`src/hw/rtl/odd_even_transposition_sorter_core_assert.svh`:
```
// Assertion macros shared by the sorter RTL.
// No dependencies; concurrent assertions are compiled out under SYNTHESIS.
`ifndef ODD_EVEN_TRANSPOSITION_SORTER_CORE_ASSERT_SVH
`define ODD_EVEN_TRANSPOSITION_SORTER_CORE_ASSERT_SVH
`ifndef SYNTHESIS
`define OETS_ASSERT_SAME(label, clk, rst_n, ante, cons, msg) \
    label: assert property (@(posedge clk) disable iff (!(rst_n)) (ante) |-> (cons)) \
        else $error(msg);
`define OETS_ASSERT_NEXT(label, clk, rst_n, ante, cons, msg) \
    label: assert property (@(posedge clk) disable iff (!(rst_n)) (ante) |=> (cons)) \
        else $error(msg);
`else
`define OETS_ASSERT_SAME(label, clk, rst_n, ante, cons, msg)
`define OETS_ASSERT_NEXT(label, clk, rst_n, ante, cons, msg)
`endif
`endif

```
`src/hw/rtl/oets_pkg.sv`:
```
// Shared types and constants for the odd-even transposition sorter.
// No dependencies.
package oets_pkg;

    localparam int CAPACITY_DEF = 32;
    localparam int VALUE_W      = 32;

    typedef struct packed {
        logic signed [VALUE_W-1:0] sample_value;
        logic                      is_final;
    } t_in_req;

    typedef struct packed {
        logic signed [VALUE_W-1:0] sorted_value;
        logic                      end_of_run;
        logic                      overflowed;
    } t_out_req;

    typedef struct packed {
        logic load;
        logic sort;
        logic odd;
        logic shift;
    } t_cmd;

    typedef struct packed {
        logic swapped;
        logic last;
    } t_stat;

endpackage

```
`src/hw/rtl/oets_dpath.sv`:
```
// Sorter datapath: shift-in element row, parallel compare/swap cells, shift-out.
// Depends on oets_pkg.
module oets_dpath #(
    parameter int CAPACITY = oets_pkg::CAPACITY_DEF
) (
    input  logic                                i_clk,
    input  logic                                i_rst_n,
    input  logic signed [oets_pkg::VALUE_W-1:0] i_sample,
    input  oets_pkg::t_cmd                      i_cmd,
    output oets_pkg::t_stat                     o_stat,
    output oets_pkg::t_out_req                  o_out
);

    localparam int CW = $clog2(CAPACITY + 1);

    logic signed [oets_pkg::VALUE_W-1:0] r_elem [CAPACITY];
    logic signed [oets_pkg::VALUE_W-1:0] n_elem [CAPACITY];
    logic [CW-1:0]                       r_count;
    logic                                r_drop;
    logic [CAPACITY-2:0]                 w_swap;
    logic                                w_full;

    assign w_full = (r_count == CW'(CAPACITY));

    genvar k;
    generate
        for (k = 0; k < CAPACITY - 1; k++) begin : g_cell
            logic w_active;
            assign w_active = (((k % 2) == 1) ? i_cmd.odd : !i_cmd.odd)
                              && (CW'(k + 1) < r_count);
            assign w_swap[k] = w_active && (r_elem[k] > r_elem[k+1]);
        end
    endgenerate

    always_comb begin
        for (int i = 0; i < CAPACITY; i++) begin
            n_elem[i] = r_elem[i];
        end
        if (i_cmd.load && !w_full) begin
            n_elem[0] = i_sample;
            for (int i = 1; i < CAPACITY; i++) begin
                n_elem[i] = r_elem[i-1];
            end
        end else if (i_cmd.sort) begin
            // active pairs of one phase never overlap
            for (int i = 0; i < CAPACITY - 1; i++) begin
                if (w_swap[i]) begin
                    n_elem[i]   = r_elem[i+1];
                    n_elem[i+1] = r_elem[i];
                end
            end
        end else if (i_cmd.shift) begin
            for (int i = 0; i < CAPACITY - 1; i++) begin
                n_elem[i] = r_elem[i+1];
            end
        end
    end

    always_ff @(posedge i_clk) begin
        for (int i = 0; i < CAPACITY; i++) begin
            r_elem[i] <= n_elem[i];
        end
    end

    always_ff @(posedge i_clk) begin
        if (!i_rst_n) begin
            r_count <= '0;
            r_drop  <= 1'b0;
        end else if (i_cmd.load) begin
            if (w_full) begin
                r_drop <= 1'b1;
            end else begin
                r_count <= r_count + CW'(1);
            end
        end else if (i_cmd.shift) begin
            r_count <= r_count - CW'(1);
            if (r_count == CW'(1)) begin
                r_drop <= 1'b0;
            end
        end
    end

    assign o_stat.swapped   = |w_swap;
    assign o_stat.last      = (r_count == CW'(1));
    assign o_out.sorted_value = r_elem[0];
    assign o_out.end_of_run   = (r_count == CW'(1));
    assign o_out.overflowed   = r_drop;

endmodule

```
`src/hw/rtl/oets_ctrl.sv`:
```
// Sorter controller: load / sort / emit sequencing and handshakes.
// Depends on oets_pkg and the assertion macro header.
`include "odd_even_transposition_sorter_core_assert.svh"
module oets_ctrl (
    input  logic            i_clk,
    input  logic            i_rst_n,
    input  logic            i_in_valid,
    input  logic            i_is_final,
    input  logic            i_out_stall,
    input  oets_pkg::t_stat i_stat,
    output logic            o_in_stall,
    output logic            o_out_valid,
    output oets_pkg::t_cmd  o_cmd
);

    typedef enum logic [1:0] {
        ST_LOAD,
        ST_SORT,
        ST_EMIT
    } t_state;

    t_state r_state, n_state;
    logic   r_odd, n_odd;
    logic   r_quiet, n_quiet;

    assign o_in_stall  = (r_state != ST_LOAD);
    assign o_out_valid = (r_state == ST_EMIT);

    assign o_cmd.load  = (r_state == ST_LOAD) && i_in_valid;
    assign o_cmd.sort  = (r_state == ST_SORT);
    assign o_cmd.odd   = r_odd;
    assign o_cmd.shift = (r_state == ST_EMIT) && !i_out_stall;

    always_comb begin
        n_state = r_state;
        n_odd   = r_odd;
        n_quiet = r_quiet;
        case (r_state)
            ST_LOAD: begin
                if (i_in_valid && i_is_final) begin
                    n_state = ST_SORT;
                    n_odd   = 1'b1;
                    n_quiet = 1'b0;
                end
            end
            ST_SORT: begin
                n_odd   = !r_odd;
                n_quiet = !i_stat.swapped;
                if (!i_stat.swapped && r_quiet) begin
                    n_state = ST_EMIT;
                end
            end
            ST_EMIT: begin
                if (!i_out_stall && i_stat.last) begin
                    n_state = ST_LOAD;
                end
            end
            default: begin
                n_state = ST_LOAD;
            end
        endcase
    end

    always_ff @(posedge i_clk) begin
        if (!i_rst_n) begin
            r_state <= ST_LOAD;
            r_odd   <= 1'b1;
            r_quiet <= 1'b0;
        end else begin
            r_state <= n_state;
            r_odd   <= n_odd;
            r_quiet <= n_quiet;
        end
    end

    // final request starts a sort
    `OETS_ASSERT_NEXT(a_final_to_sort, i_clk, i_rst_n, o_cmd.load && i_is_final, r_state == ST_SORT, "final request did not start sort")
    // two quiet phases of opposite parity end the sort
    `OETS_ASSERT_NEXT(a_quiet_to_emit, i_clk, i_rst_n, (r_state == ST_SORT) && r_quiet && !i_stat.swapped, r_state == ST_EMIT, "sort did not finish after quiet round")
    // a swap keeps the sort running
    `OETS_ASSERT_NEXT(a_swap_stays, i_clk, i_rst_n, (r_state == ST_SORT) && i_stat.swapped, (r_state == ST_SORT) && !r_quiet, "sort left while still swapping")
    // last result taken returns to loading
    `OETS_ASSERT_NEXT(a_last_to_load, i_clk, i_rst_n, o_cmd.shift && i_stat.last, r_state == ST_LOAD, "batch end did not return to load")

endmodule

```
`src/hw/rtl/odd_even_transposition_sorter_core.sv`:
```
// Top level of the odd-even transposition sorter.
// Depends on oets_pkg, oets_ctrl and oets_dpath.
//
//  channel  direction  handshake                   payload
//  in       to core    i_in_valid / o_in_stall     i_in  (oets_pkg::t_in_req)
//  out      from core  o_out_valid / i_out_stall   o_out (oets_pkg::t_out_req)
//
// Loading takes each valid request while the input is not stalled; a batch of N
// stored elements then sorts in phases (one compare cell per neighbor pair, one phase per
// cycle, up to N phases to order, then an odd and an even phase without swaps),
// then emits one result per cycle unless the output stalls, which holds the current
// result. Input is stalled from the final request until the last result is taken.
// Reset clears the count, overflow flag and sequencer only; no clearing pass.
module odd_even_transposition_sorter_core #(
    parameter int CAPACITY = oets_pkg::CAPACITY_DEF
) (
    input  logic               i_clk,
    input  logic               i_rst_n,
    input  logic               i_in_valid,
    output logic               o_in_stall,
    input  oets_pkg::t_in_req  i_in,
    output logic               o_out_valid,
    input  logic               i_out_stall,
    output oets_pkg::t_out_req o_out
);

    oets_pkg::t_cmd  w_cmd;
    oets_pkg::t_stat w_stat;

    oets_ctrl u_ctrl (
        .i_clk       (i_clk),
        .i_rst_n     (i_rst_n),
        .i_in_valid  (i_in_valid),
        .i_is_final  (i_in.is_final),
        .i_out_stall (i_out_stall),
        .i_stat      (w_stat),
        .o_in_stall  (o_in_stall),
        .o_out_valid (o_out_valid),
        .o_cmd       (w_cmd)
    );

    oets_dpath #(
        .CAPACITY (CAPACITY)
    ) u_dpath (
        .i_clk    (i_clk),
        .i_rst_n  (i_rst_n),
        .i_sample (i_in.sample_value),
        .i_cmd    (w_cmd),
        .o_stat   (w_stat),
        .o_out    (o_out)
    );

endmodule

```
`config.mk`:
```
export PLATFORM = sky130hd
export DESIGN_NAME = odd_even_transposition_sorter_core
export DESIGN_NICKNAME = d
export VERILOG_FILES = /design/src/hw/rtl/oets_pkg.sv /design/src/hw/rtl/oets_dpath.sv /design/src/hw/rtl/oets_ctrl.sv /design/src/hw/rtl/odd_even_transposition_sorter_core.sv
export VERILOG_INCLUDE_DIRS = /design/src /design/src/hw/rtl
export SDC_FILE = /design/constraint.sdc
export NUM_CORES = 2
export LEC_CHECK = 0
export ABC_AREA = 1
export BUFFER_PORTS_ARGS = -buffer_cell sky130_fd_sc_hd__buf_2
export CORE_AREA = 2 2 378 380
export CTS_CLUSTER_DIAMETER = 40
export DETAILED_ROUTE_END_ITERATION = 12
export DIE_AREA = 0 0 380 382
export PLACE_DENSITY = 0.63
export SYNTH_ARGS = -nofsm -noshare
export SYNTH_HDL_FRONTEND = slang
export SYNTH_SLANG_ARGS = --single-unit
```
`constraint.sdc`:
```
create_clock -name i_clk -period 7.6 [get_ports i_clk]
set_input_delay 0.76 -clock i_clk [delete_from_list [all_inputs] [get_ports i_clk]]
set_output_delay 0.76 -clock i_clk [all_outputs]
set_load 0.005 [all_outputs]
```
==> results_dict.tcl <==
set metrics [dict create \
    status "finished clean" \
    critPathArrivalTime_ps 5470 \
    antenna_found_initial 1 \
    fin_crit_sh_pct 65.3 \
    synth_area_sq_um 70200 \
    synth-async-reset-ratio_pct 0 \
    nNetsFinal 8190 \
    pwr-share-clk_pct 35.2 \
    comb_power_share_pct 30.6 \
    setup_tns_ps 0 \
    min_from "i_in[21]" \
    avgSynthCellArea_sq_um 9.79 \
    synth-seq-area-share_pct 44.1 \
    syn2layout_area_growth_pct 11.5 \
    synth_ff_type "edfxtp_1" \
    cp_max_fo 133 \
    cts-resized-gates 0 \
    switching_power_mw 8.73 \
    drc_errors 0 \
    hold_viol 0 \
    reg2reg_to "u_dpath.r_elem[1][274]$_DFFE_PP_" \
    relSlewSlack_pct 15.4 \
    grt_pass1_wl_mm 303 \
    cts_tree "done" \
    synthMuxAreaShare_pct 0 \
    routed_wl_mm 194 \
    reg2reg_slack_ps 2640 \
    fmax_ghz 0.201 \
    final_common_cell "inv_1" \
    routed-via-count 54900 \
    cts_made_buffers 189 \
    rsz0062_at_grt "false" \
    netlist_instances 7174 \
    end_kind "flip-flop" \
    die_h_microns 382 \
    clk_pin_slew_ps 60 \
    antenna_cells 0 \
    synth_nets 8207 \
    port_buffers 72 \
    synth_edf_count 1024 \
    postCtsHoldBufs 0 \
    num_rows 138 \
    ir_drop_mv 0.272 \
    cpPeakStageDelay_ps 890 \
    cpMaxStageDelayCell "buf_4" \
    clockBufferDepth 3 \
    grt_start_max_net_pins 167 \
    cts-root-buf "clkbuf_16" \
    swShare_pct 35.1 \
    crit_required_ps 8110 \
    worst_hold_path_type "input pin to flip-flop" \
    layout_min_cycle_time_ps 4960 \
    clk_latency_ps 820 \
    drv_slew 0 \
    coreArea_sq_um 141000 \
    place_congestion 0.866 \
    setup.worst_path.start_class "flip-flop" \
    synth_xor_area_share_pct 0.0125 \
    grt_pass1_vias 54000 \
    first_pass_iters 6 \
    critPathKind "flip-flop to flip-flop" \
    clock_sinks 1035 \
    grt_use_total_pct 26.1 \
    die_x_microns 380 \
    crit_chain "inv_1, ha_1, inv_1, nor2_4, nand3_2, nand2_4, inv_8, buf_4, buf_4, o32ai_1" \
    post_cts_buffers 0 \
    rr_worst_depth 10 \
    setup_viol 0 \
    synth_adder_area_share_pct 17.7 \
    start_util_pct 49.8 \
    routed_via_density 5.96 \
    r2r_start "u_dpath.r_count[1]$_SDFFE_PN0P_" \
    p_int_mw 16.2 \
    holdPathEnd "u_dpath.r_elem[0][20]$_DFFE_PP_" \
    synth_simple_gate_area_share_pct 9.76 \
    synth_top_family_by_area "compound AO/OA/AOI/OAI gates" \
    drt_iter0_drc 4317 \
    finalPower_mw 24.9 \
    ys_types 49 \
    min_path_cells 3 \
    post-dp-hpwl_mm 142 \
    final_cell_mix "inv_1 (1255), nand2_1 (1044), edfxtp_1 (1024)" \
    drtAntennaViolNets 0 \
    cts_htree_levels 4 \
    p_leak_nw 34.2 \
    clock_skew_ps 28.1 \
    power_density_nw_per_um2 318 \
    grt-ovfl-total 0 \
    maxCapViolCount 0 \
    avgRoutedWirePerCell_microns 21.0 \
    synth_warnings 0 \
    num_io_pins 73 \
    die_area_sq_um 145000 \
    synth-compound-area-share_pct 19.0 \
    ys_ff_latch 1035 \
    layout-drive-gt1-share_pct 7.75 \
    seq_power_share_pct 34.2 \
    worst_pin_slew_ps 1270 \
]
[critical path, delay by kind of cell, from the launching register on]
kind            cells  cell delay (ps)
flops               1              560
compound gates      1              210
buf+inv             5             2890
simple gates        3              570
fa+ha+maj           1              240
[state kept, by name, summed over array words and instances, names as in the netlist]
| register | flops |
|---|---|
| u_dpath.r_elem | 1024 |
| u_dpath.r_drop | 1 |
| u_ctrl.r_quiet | 1 |
| u_ctrl.r_state | 2 |
| u_ctrl.r_odd | 1 |
| u_dpath.r_count | 6 |
[worst max-delay path by stage]
stage | cells past startpoint | from | slack [ps] | endpoint
global route | 12 | u_dpath.r_count[1]$_SDFFE_PN0P_ | 2380 | u_dpath.r_elem[0][73]$_DFFE_PP_
CTS | 10 | u_dpath.r_count[1]$_SDFFE_PN0P_ | 2760 | u_dpath.r_elem[1][274]$_DFFE_PP_
global placement | 8 | i_in_valid | 2690 | u_dpath.r_elem[1][365]$_DFFE_PP_
detailed placement | 8 | i_in_valid | 2590 | u_dpath.r_elem[1][274]$_DFFE_PP_
finish | 10 | u_dpath.r_count[1]$_SDFFE_PN0P_ | 2640 | u_dpath.r_elem[1][274]$_DFFE_PP_
floorplan | 8 | i_in_valid | 3140 | u_dpath.r_elem[0][0]$_DFFE_PP_
[power by group through the flow]
stage          clock network [mW]  registers, mW  logic (mW)
4_1_cts                      8.87           8.49        7.57
2_1_floorplan                   0           8.38        5.50
3_5_place_dp                    0           8.59        7.50
6_report                     8.77           8.50        7.61
5_1_grt                      9.12           8.63        8.64
3_3_place_gp                    0           8.55        7.23
[logic make-up after synthesis]
family                     count (synthesis)
DFF                                     1035
adders and majority gates                996
buffers and inverters                   1630
and+or+nand+nor                         1632
xor gates and xnor gates                   1
AOI/OAI and AO/OA                       1880
[per-stage QoR]
stage	setup slack (ps)	util [%]	cells	cell area (sq um)	hold WS, ps
2_1_floorplan	3140	-	7174	70200	441
4_1_cts	2760	55.6	9210	78300	174
3_5_place_dp	2590	50.9	8856	71700	456
5_1_grt	2380	55.6	9210	78300	201
3_3_place_gp	2690	50.9	8856	71700	453
6_report	2640	55.6	9210	78300	229
[final cells by class]
cell class / count / area (sq um)
timing repair buffer: 138 / 868
clock inverter: 148 / 1740
sequential: 1035 / 31000
fill: 12300 / 62600
inverter: 1284 / 4830
tap: 1890 / 2360
multi-input combinational: 4509 / 32700
clock buffer: 206 / 4860
[routing by layer]
layer	global-route usage [%]	vias to the layer above	wire length, microns
li1	-	26400	-
met1	33.8	26700	82600
met2	45.3	1492	96000
met3	3.99	319	10500
met4	7.30	2	4670
met5	0	-	13
[synthesized netlist by cell type (9+ instances only)]
| cell type | instances | share of area (%) |
|---|---|---|
| inv_1 | 1255 | 6.7 |
| nand2_1 | 1044 | 5.6 |
| edfxtp_1 | 1024 | 44 |
| ha_1 | 996 | 18 |
| o32ai_1 | 857 | 11 |
| a21oi_1 | 547 | 3.9 |
| nor2_1 | 288 | 1.5 |
| o21ai_0 | 240 | 1.7 |
| buf_2 | 182 | 1.3 |
| nand3_1 | 103 | 0.73 |
| clkbuf_1 | 95 | 0.51 |
| nand4_1 | 75 | 0.67 |
| o21a_1 | 71 | 0.76 |
| buf_4 | 60 | 0.64 |
| nor3_1 | 54 | 0.38 |
| o22ai_1 | 40 | 0.36 |
| a32o_1 | 32 | 0.46 |
| inv_2 | 28 | 0.15 |
| o21bai_1 | 22 | 0.24 |
| o21ai_1 | 16 | 0.11 |
| nor2_2 | 15 | 0.13 |
| a21oi_2 | 14 | 0.17 |
| dfxtp_1 | 11 | 0.31 |
| nor2_4 | 10 | 0.16 |
| a21oi_4 | 9 | 0.21 |
| and3_1 | 9 | 0.080 |
Note: power is estimated with default switching activity, not from simulation.
